File: src/rtl/core/bpq_ram.sv
// Generic single-write, single-read RAM with registered read data.
module bpq_ram #(
  parameter int WIDTH = 32,
  parameter int DEPTH = 64
) (
  input  logic                     clk_i,
  input  logic                     we_i,
  input  logic [$clog2(DEPTH)-1:0] waddr_i,
  input  logic [WIDTH-1:0]         wdata_i,
  input  logic                     re_i,
  input  logic [$clog2(DEPTH)-1:0] raddr_i,
  output logic [WIDTH-1:0]         rdata_o
);

  logic [WIDTH-1:0] mem_q [DEPTH];
  logic [WIDTH-1:0] rdata_q;

  always_ff @(posedge clk_i) begin
    if (we_i) begin
      mem_q[waddr_i] <= wdata_i;
    end
    if (re_i) begin
      rdata_q <= mem_q[raddr_i];
    end
  end

  assign rdata_o = rdata_q;

endmodule

File: config.mk
export PLATFORM = sky130hd
export DESIGN_NAME = bpq_ram
export DESIGN_NICKNAME = d
export VERILOG_FILES = /design/src/rtl/core/bpq_ram.sv
export SDC_FILE = /design/constraint.sdc
export NUM_CORES = 2
export LEC_CHECK = 0
export BUFFER_PORTS_ARGS = -buffer_cell sky130_fd_sc_hd__buf_4
export CAP_MARGIN = 20
export CORE_MARGIN = 1.5
export CORE_UTILIZATION = 57
export DETAILED_ROUTE_END_ITERATION = 10
export GPL_TIMING_DRIVEN = 0
export PLACE_DENSITY = 0.76
export SYNTH_ARGS = -nofsm -noshare
export SYNTH_HDL_FRONTEND = slang
export SYNTH_SLANG_ARGS = --single-unit
File: constraint.sdc
create_clock -name clk_i -period 3.5 [get_ports clk_i]
set_input_delay 0.175 -clock clk_i [delete_from_list [all_inputs] [get_ports clk_i]]
set_output_delay 0.175 -clock clk_i [all_outputs]
set_load 0.01 [all_outputs]
==> impl_metrics.csv <==
group,metric,value,unit
sta,finalHoldViolCount,0,
yosys,yosys_warnings,0,
sta,tightest_slew,1.35,ns
finish,layout_common_cells,"2,080 x edfxtp_1, 544 x mux4_2, 195 x clkbuf_16",
finish,layout_commonest_cell,"edfxtp_1",
floorplan,start_util,0.574,
worst_setup_path,critical_path.startpoint_type,"input pin",
outcome,violations,"negative setup slack",
pwr,p_per_area,568,nW/um2
finish,n_fill_cell,8106,
yosys,syn_inst,3324,
pwr,power.share.switching,0.222,
place,routabilityCongestion,0.904,
floorplan,core,137000,um2
clock_tree,clk_latency,0.85,ns
worst_setup_path,arrival,4.16,ns
pwr,peakVddDrop,0.000494,V
worst_setup_path,slowest_delay,0.73,ns
clock_tree,cts_sinks,2080,
clock_tree,cts-root-buf,"clkbuf_16",
yosys,ys_seq_area_frac,0.792,
yosys,synth-simple-area-share,0.0126,
finish,postLayoutCellArea,90400,um2
yosys,ys_types,33,
detailed_routing,vias,41200,
global_routing,overflow,0,
clock_tree,cts_made_buffers,194,
clock_tree,htree_levels,4,
detailed_routing,drtIter0Drc,7830,
clock_tree,cts_tree,"done",
min_path,min_path_type,"input pin to register",
yosys,syn_area_per_cell,23.7,um2
place,detailed_place.area,83800,um2
worst_setup_path,critPathRequiredTime,4.05,ns
pwr,cellInternalPower,40.0,mW
worst_setup_path,crit_type,"input pin to register",
sta,period_needed,3.61,ns
outcome,status,"complete, but fails checks",
yosys,synthMuxAreaShare,0.167,
finish,area_growth,14.7,%
yosys,ys_ff_latch,2080,
worst_setup_path,path_cells,"buf_2 > buf_2 > buf_2 > clkbuf_1 > mux4_2 > mux2i_1 > a21oi_1 > a21oi_1 > nor2_1",
detailed_routing,drcViolationCount,0,
finish,nets,3772,
pwr,seqPwrFrac,0.539,
global_routing,grt_pass1_vias,40400,
sta,max_clock_freq,277,MHz
floorplan,die_h,375,um
worst_setup_path,path_max_fanout,10,
floorplan,dieWidth,375,um
worst_setup_path,critPathBufInv,4,
clock_tree,clk_pin_slew_worst_paths,0.07,ns
pwr,comb_power_share,0.059,
yosys,synth_xor_xnor_area_share,0,
place,numPortBuffers,70,
detailed_routing,antenna_left,0,
global_routing,grt_usage,0.345,
global_routing,antenna_found_initial,26,
sta,setup_viol,2,
yosys,netlist_area,78800,um2
floorplan,die_area,141000,um2
worst_setup_path,end_kind,"register",
yosys,synthAdderAreaFrac,0,
floorplan,rows,136,
yosys,syn_nets,3371,
finish,instances_no_fill,5694,
detailed_routing,wl,241000,um
floorplan,ios,79,
sta,max-slew-margin-rel,0.103,
sta,report.final.slew_viol_count,0,
pwr,p_total,51.4,mW
flow_run,drv_cap,0,
yosys,synth_top_family_by_area,"multiplexers",
global_routing,grt_max_degree,65,
global_routing,grt_pass1_wl,325000,um
clock_tree,clockBufferDepth,3,
worst_setup_path,slowest_stage,"clkbuf_1",
place,hpwl,143000,um
yosys,synth_compound_area_frac,0.0167,
sta,clock_skew,0.0530,ns
detailed_routing,avgViaCountPerCell,7.24,
finish,post_route_cells_drive_above_1_share,0.292,
detailed_routing,drt-wirelength-per-cell,42.2,um
pwr,power.leakage,28.2,nW
place,dpl.cell_count,5277,
worst_setup_path,crit_top_cell,"buf_2",
worst_setup_path,crit_family,"buffers and inverters",
pwr,clkPwrFrac,0.402,
detailed_routing,dr.pass1.iters,10,
sta,period_share,1.03,
pwr,switchingPower,11.4,mW
sta,rsz0062_at_grt,"false",
sta,fin_ws,-0.110,ns
finish,fin_util,0.659,
==> registers in the layout, indices dropped and copies added (netlist names) <==
signal   flops
mem_q     2048
rdata_o     32
==> logic make-up after synthesis <==
| group | after synthesis |
|---|---|
| buffers and inverters | 182 |
| and+or+nand+nor | 223 |
| muxes | 637 |
| AOI/OAI and AO/OA | 202 |
| DFF | 2080 |
==> synth_stat cells, drive strengths merged <==
cell	count	share of area
a31oi	1	0.000079
and2	2	0.00016
buf	108	0.0077
o22ai	84	0.0067
o32ai	4	0.00044
nor2	137	0.0065
nand2b	8	0.00063
a41o	4	0.00051
a21oi	62	0.0039
or2	3	0.00024
o221ai	27	0.0030
mux2i	93	0.012
edfxtp	2080	0.79
nor3	7	0.00044
mux4	544	0.16
nor2b	15	0.0012
nand4	2	0.00016
clkbuf	74	0.0035
or3b	5	0.00056
a311oi	8	0.00089
or3	3	0.00024
a22oi	12	0.0011
nand4b	1	0.00011
nand3	5	0.00032
nand3b	5	0.00048
and3	4	0.00032
nand2	26	0.0012
==> worst reg2reg max path, cell delays in order, from the launching register on <==
cell and delay, ns:
edfxtp_1 0.37, mux4_2 0.50, mux4_2 0.59, o22ai_1 1.04
nor2_1 0.24
==> power groups by stage <==
stage | registers (mW) | logic, mW | clock network [mW]
after CTS | 27.7 | 2.91 | 20.6
after global routing | 27.7 | 3.05 | 21.5
final | 27.7 | 3.03 | 20.6
after global placement | 28.2 | 2.68 | 0
after detailed placement | 28.2 | 2.83 | 0
after floorplan | 28.2 | 1.34 | 0
==> stage by stage <==
| stage | hold slack (ns) | setup TNS [ns] | worst slack, ns |
|---|---|---|---|
| after floorplan | 0.274 | 0 | 0.165 |
| after global placement | 0.582 | -2540.85 | -3.12 |
| after detailed placement | 0.583 | -13.51 | -0.970 |
| after CTS | 0.0159 | 0 | 0.0405 |
| after global routing | 0.0675 | 0 | 0.00686 |
| final | 0.0461 | -0.149 | -0.110 |
==> final timing paths <==
path	startpoint	to	slack (ns)	cells past startpoint
setup / recovery	raddr_i[1]	rdata_o[19]	-0.11	9
hold reg to reg	mem_q[50][9]	rdata_o[9]	1.03	5
setup reg to reg	mem_q[31][21]	rdata_o[21]	0.45	4
hold / removal	waddr_i[1]	mem_q[48][30]	0.05	2
==> layer usage <==
layer / share of wire / global-route usage
met1: 0.32 / 0.436
met4: 0.079 / 0.225
met5: 0.0011 / 0
met3: 0.15 / 0.114
met2: 0.45 / 0.516
==> final cells by class <==
type	instances	area [um2]	share of cell area
Sequential cell	2080	62500	0.691
Buffer	182	898	0.00993
Timing Repair Buffer	205	2740	0.0302
Antenna cell	11	27.5	0.000304
Clock buffer	239	5040	0.0558
Tap cell	1794	2240	0.0248
Multi-Input combinational cell	1062	16000	0.177
Clock inverter	121	1070	0.0118
==> what timing repair did <==
item / 4_1_cts / 5_1_grt
buffers inserted: 0 / 2
hold buffers: 33 / 0
gates resized for setup: 2 / 3
endpoints found under the setup margin: 3 / 2
endpoints found under the hold margin: 1908 / 0
(Power assumes the default switching activity.)
