**src/rtl/core/bpq_pkg.sv**
```systemverilog
// Shared codes, constants and types for the bucket priority queue.
package bpq_pkg;

  // Operation codes
  localparam logic OP_ADD    = 1'b0;
  localparam logic OP_REMOVE = 1'b1;

  // Result status codes
  typedef enum logic [1:0] {
    ST_OK    = 2'd0,
    ST_FULL  = 2'd1,
    ST_EMPTY = 2'd2
  } status_e;

  // Widest bucket index the search can report (up to 256 buckets)
  localparam int MAX_BUCKET_W = 8;
  // Buckets per first-level group of the highest-bucket search
  localparam int GROUP_W = 16;

  typedef struct packed {
    logic                    found;
    logic [MAX_BUCKET_W-1:0] idx;
  } srch_t;

endpackage

```
**src/rtl/core/bpq_search.sv**
```systemverilog
// Two-level highest non-empty bucket search: registered group stage, then group select.
module bpq_search #(
  parameter int NUM_BUCKETS = 64
) (
  input  logic                   clk_i,
  input  logic [NUM_BUCKETS-1:0] ne_i,
  output bpq_pkg::srch_t         srch_o
);

  localparam int GW   = $clog2(bpq_pkg::GROUP_W);
  localparam int NG   = (NUM_BUCKETS + bpq_pkg::GROUP_W - 1) / bpq_pkg::GROUP_W;
  localparam int PADW = NG * bpq_pkg::GROUP_W;
  localparam int GIW  = (NG > 1) ? $clog2(NG) : 1;

  logic [PADW-1:0] ne_pad;
  logic [NG-1:0]   grp_any_d, grp_any_q;
  logic [GW-1:0]   grp_low_d [NG];
  logic [GW-1:0]   grp_low_q [NG];
  logic [GIW-1:0]  sel_g;
  logic            found;

  assign ne_pad = PADW'(ne_i);

  // Per group: any bit set, and the highest set position within it
  always_comb begin
    for (int g = 0; g < NG; g++) begin
      grp_any_d[g] = |ne_pad[g*bpq_pkg::GROUP_W +: bpq_pkg::GROUP_W];
      grp_low_d[g] = '0;
      for (int i = 0; i < bpq_pkg::GROUP_W; i++) begin
        if (ne_pad[g*bpq_pkg::GROUP_W + i]) begin
          grp_low_d[g] = GW'(i);
        end
      end
    end
  end

  always_ff @(posedge clk_i) begin
    grp_any_q <= grp_any_d;
    grp_low_q <= grp_low_d;
  end

  always_comb begin
    sel_g = '0;
    found = 1'b0;
    for (int g = 0; g < NG; g++) begin
      if (grp_any_q[g]) begin
        sel_g = GIW'(g);
        found = 1'b1;
      end
    end
  end

  assign srch_o.found = found;
  assign srch_o.idx   = bpq_pkg::MAX_BUCKET_W'({sel_g, grp_low_q[sel_g]});

endmodule

```
**config.mk**
```make
export PLATFORM = sky130hd
export DESIGN_NAME = bpq_search
export DESIGN_NICKNAME = d
export VERILOG_FILES = /design/src/rtl/core/bpq_pkg.sv /design/src/rtl/core/bpq_search.sv
export SDC_FILE = /design/constraint.sdc
export NUM_CORES = 1
export LEC_CHECK = 0
export BUFFER_PORTS_ARGS = -buffer_cell sky130_fd_sc_hd__buf_2
export CAP_MARGIN = 10
export CORE_MARGIN = 5
export CORE_UTILIZATION = 40
export DETAILED_ROUTE_END_ITERATION = 8
export HOLD_SLACK_MARGIN = 0.15
export PLACE_DENSITY = 0.75
export RECOVER_POWER = 100
export SLEW_MARGIN = 20
export SYNTH_ARGS = -nofsm -noshare
export SYNTH_HDL_FRONTEND = slang
export SYNTH_SLANG_ARGS = --single-unit
```
**constraint.sdc**
```tcl
create_clock -name clk_i -period 2.5 [get_ports clk_i]
set_input_delay 0.375 -clock clk_i [delete_from_list [all_inputs] [get_ports clk_i]]
set_output_delay 0.375 -clock clk_i [all_outputs]
set_load 0.01 [all_outputs]
```
==> flow_summary_export.csv <==
group,metric,value,unit
place,dp_hpwl,2620,µm
clock_network,cts_hold_buf,0,
floorplan,die_w,65.4,µm
grt,grt_max_degree,13,
run,maxCapViolCount,0,
synthesis,synth_flop_cell,"dfxtp_1",
detailed_routing,vias,1320,
clock_network,cts_tree,"done",
detailed_routing,dr_wl_met2,1340,µm
critical_path,end_kind,"output pin",
detailed_routing,ant_nets,0,
synthesis,synthArstFlopShare,0,%
synthesis,yosysUniqueCellTypes,25,
critical_path,cpPeakStageDelay,0.50,ns
detailed_routing,top_layer_used,"met4",
clock_network,post_cts_buffers,0,
timing,period_share,75.8,%
synthesis,syn-cell-area,1230,µm²
place,gp_congestion,0.805,
synthesis,synth_commonest_cells,"nor2_1, dfxtp_1, nand2_1, nand2b_1",
critical_path,timing.critical_path.from,"grp_any_q[1]",
synthesis,yosys_warnings,0,
clock_network,cts_inserted_buffers,3,
floorplan,die_h,65.4,µm
timing,setup-tns-final,0,ns
floorplan,std_cell_rows,20,
grt,grt.overflow.total,0,
clock_network,clkSinkCount,20,
synthesis,synth_top_area_share,32.7,%
clock_network,clockBufferDepth,2,
floorplan,core_area,3000,µm²
final_layout,nNetsFinal,287,
clock_network,clockRootBuffer,"clkbuf_4",
timing,setup_viol,0,
critical_path,cp_top_family,"multiplexers",
floorplan,initial_core_util,40.8,%
outcome,status,"finished, final reports clean",
synthesis,synth_cells,150,
detailed_routing,wl_met3,210,µm
detailed_routing,drc,0,
critical_path,critPathBufInv,1,
place,portBuffers,71,
synthesis,syn_area_per_cell,8.17,µm²
timing,rsz0062_at_grt,"no",
critical_path,crit_chain,"mux2i_1, o21ai_0, mux2_2, clkbuf_1",
timing,fmax,527,MHz
pwr,p_leak,0.701,nW
critical_path,cp.required,2.12,ns
clock_network,clkSlewWorstSetupHoldPaths,0.10,ns
critical_path,cp_max_fo,6,
synthesis,yosysSeqAreaShare,32.7,%
detailed_routing,initialDrtViolationCount,58,
place,place_ws,0.932,ns
grt,grt_pass1_wl,4860,µm
pwr,ir_worst_vdd,225,µV
final_layout,antenna_cells,0,
synthesis,synth.area.top_cells,"dfxtp_1, nor2_1, nand2b_1",
critical_path,start_kind,"flip-flop",
synthesis,synth-seq-cells,20,
detailed_routing,routedWlPerCell,11.6,µm
timing,timing.final.max_slew_violations,0,
detailed_routing,viasPerCell,5.20,
synthesis,synth_most_common_cell,"nor2_1",
final_layout,final_layout_size_suffix_gt1_share,31.2,%
floorplan,die_area,4270,µm²
clock_network,cts_resized,0,
timing,setup_slack,0.604,ns
grt,grt_pass1_vias,1216,
synthesis,synth_edf_count,0,
floorplan,io_pins,74,
critical_path,critPathKind,"reg -> out",
grt,track_usage,13.9,%
timing,hold_viol,0,
critical_path,cpMaxStageDelayCell,"dfxtp_1",
timing,fin_crit,1.90,ns
min_path,hp-start,"ne_i[0]",
critical_path,arrival,1.52,ns
pwr,p_per_area,443,nW/µm²
synthesis,synth.largest_area_cell,"dfxtp_1",
detailed_routing,m1WireLength,1400,µm
detailed_routing,drt-total-wl,2960,µm
clock_network,htreeDepth,1,
final_layout,syn_to_final_growth,32.4,%
detailed_routing,firstDrtPassIters,4,
min_path,worstHoldPathType,"in -> reg",
grt,antenna_found_initial,0,
-- final cells by class --
type | instances | area, µm²
Clock inverter | 1 | 30.0
Clock buffer | 3 | 22.5
Multi-Input combinational cell | 121 | 778
Fill cell | 296 | 1380
Inverter | 5 | 18.8
Timing Repair Buffer | 71 | 333
Sequential cell | 20 | 400
Tap cell | 33 | 41.3
-- metrics by stage --
stage | util [%] | hold slack (ns) | instances | total power, W | area, µm²
2_1_floorplan | - | 0.470 | 151 | 0.000397 | 1230
3_3_place_gp | 53.1 | 0.598 | 250 | 0.000479 | 1590
3_5_place_dp | 53.1 | 0.599 | 250 | 0.000480 | 1590
4_1_cts | 54.8 | 0.283 | 254 | 0.000733 | 1650
5_1_grt | 54.1 | 0.277 | 254 | 0.000766 | 1620
6_report | 54.1 | 0.296 | 254 | 0.000720 | 1620
-- layout by cell type (no fill, tap or decap), types with 3 or more instances in the layout --
cell	synthesis	layout
a221o_1	4	4
a311o_1	4	4
a311oi_1	4	4
a31oi_1	4	4
and2b_2	4	4
buf_2	2	53
clkbuf_1	0	18
clkbuf_4	0	3
dfxtp_1	20	20
inv_1	5	5
mux2_2	4	4
mux2i_1	4	4
nand2_1	12	12
nand2b_1	12	12
nand4b_1	4	4
nor2_1	28	28
nor3_1	4	4
nor4_1	8	8
nor4_2	4	4
o21ai_0	8	8
o311ai_0	4	4
or3b_1	4	4
-- cells by family (layout without fill, tap and decap cells) --
logic type / after synthesis / count (layout) / share of synthesized area (%)
simple gates: 82 / 82 / 37.8
compound gates: 29 / 29 / 18.2
flops: 20 / 20 / 32.7
buf+inv: 10 / 80 / 4.18
mux: 8 / 8 / 6.94
other cells: 1 / 2 / 0.306
-- sequential cells by signal (all words and copies together) (netlist names) --
register   flops
grp_any_q      4
grp_low_q     16
-- tightest hold or removal path, stage by stage --
cell,delay [ns]
buf_2,0.07
nor2_1,0.04
nand4b_1,0.07
-- worst paths after layout --
check	end	slack (ns)	cells past startpoint
setup / recovery	srch_o[0]	0.60	4
hold / removal	grp_any_q[0]	0.30	3
-- metal layers --
layer  track usage (%)  vias up
li1                  -      699
met1              18.7      576
met2              22.8       43
met3              4.10        2
met4              1.55        0
met5                 0        -
-- power by group --
| part | internal, W | leakage, nW | switching (W) |
|---|---|---|---|
| combinational | 0.0000683 | 0.509 | 0.0000685 |
| clock | 0.000162 | 0.0279 | 0.0000884 |
| sequential | 0.000330 | 0.165 | 0.00000284 |
| total | 0.000560 | 0.701 | 0.000160 |
Power figures use the tool's default switching activity.
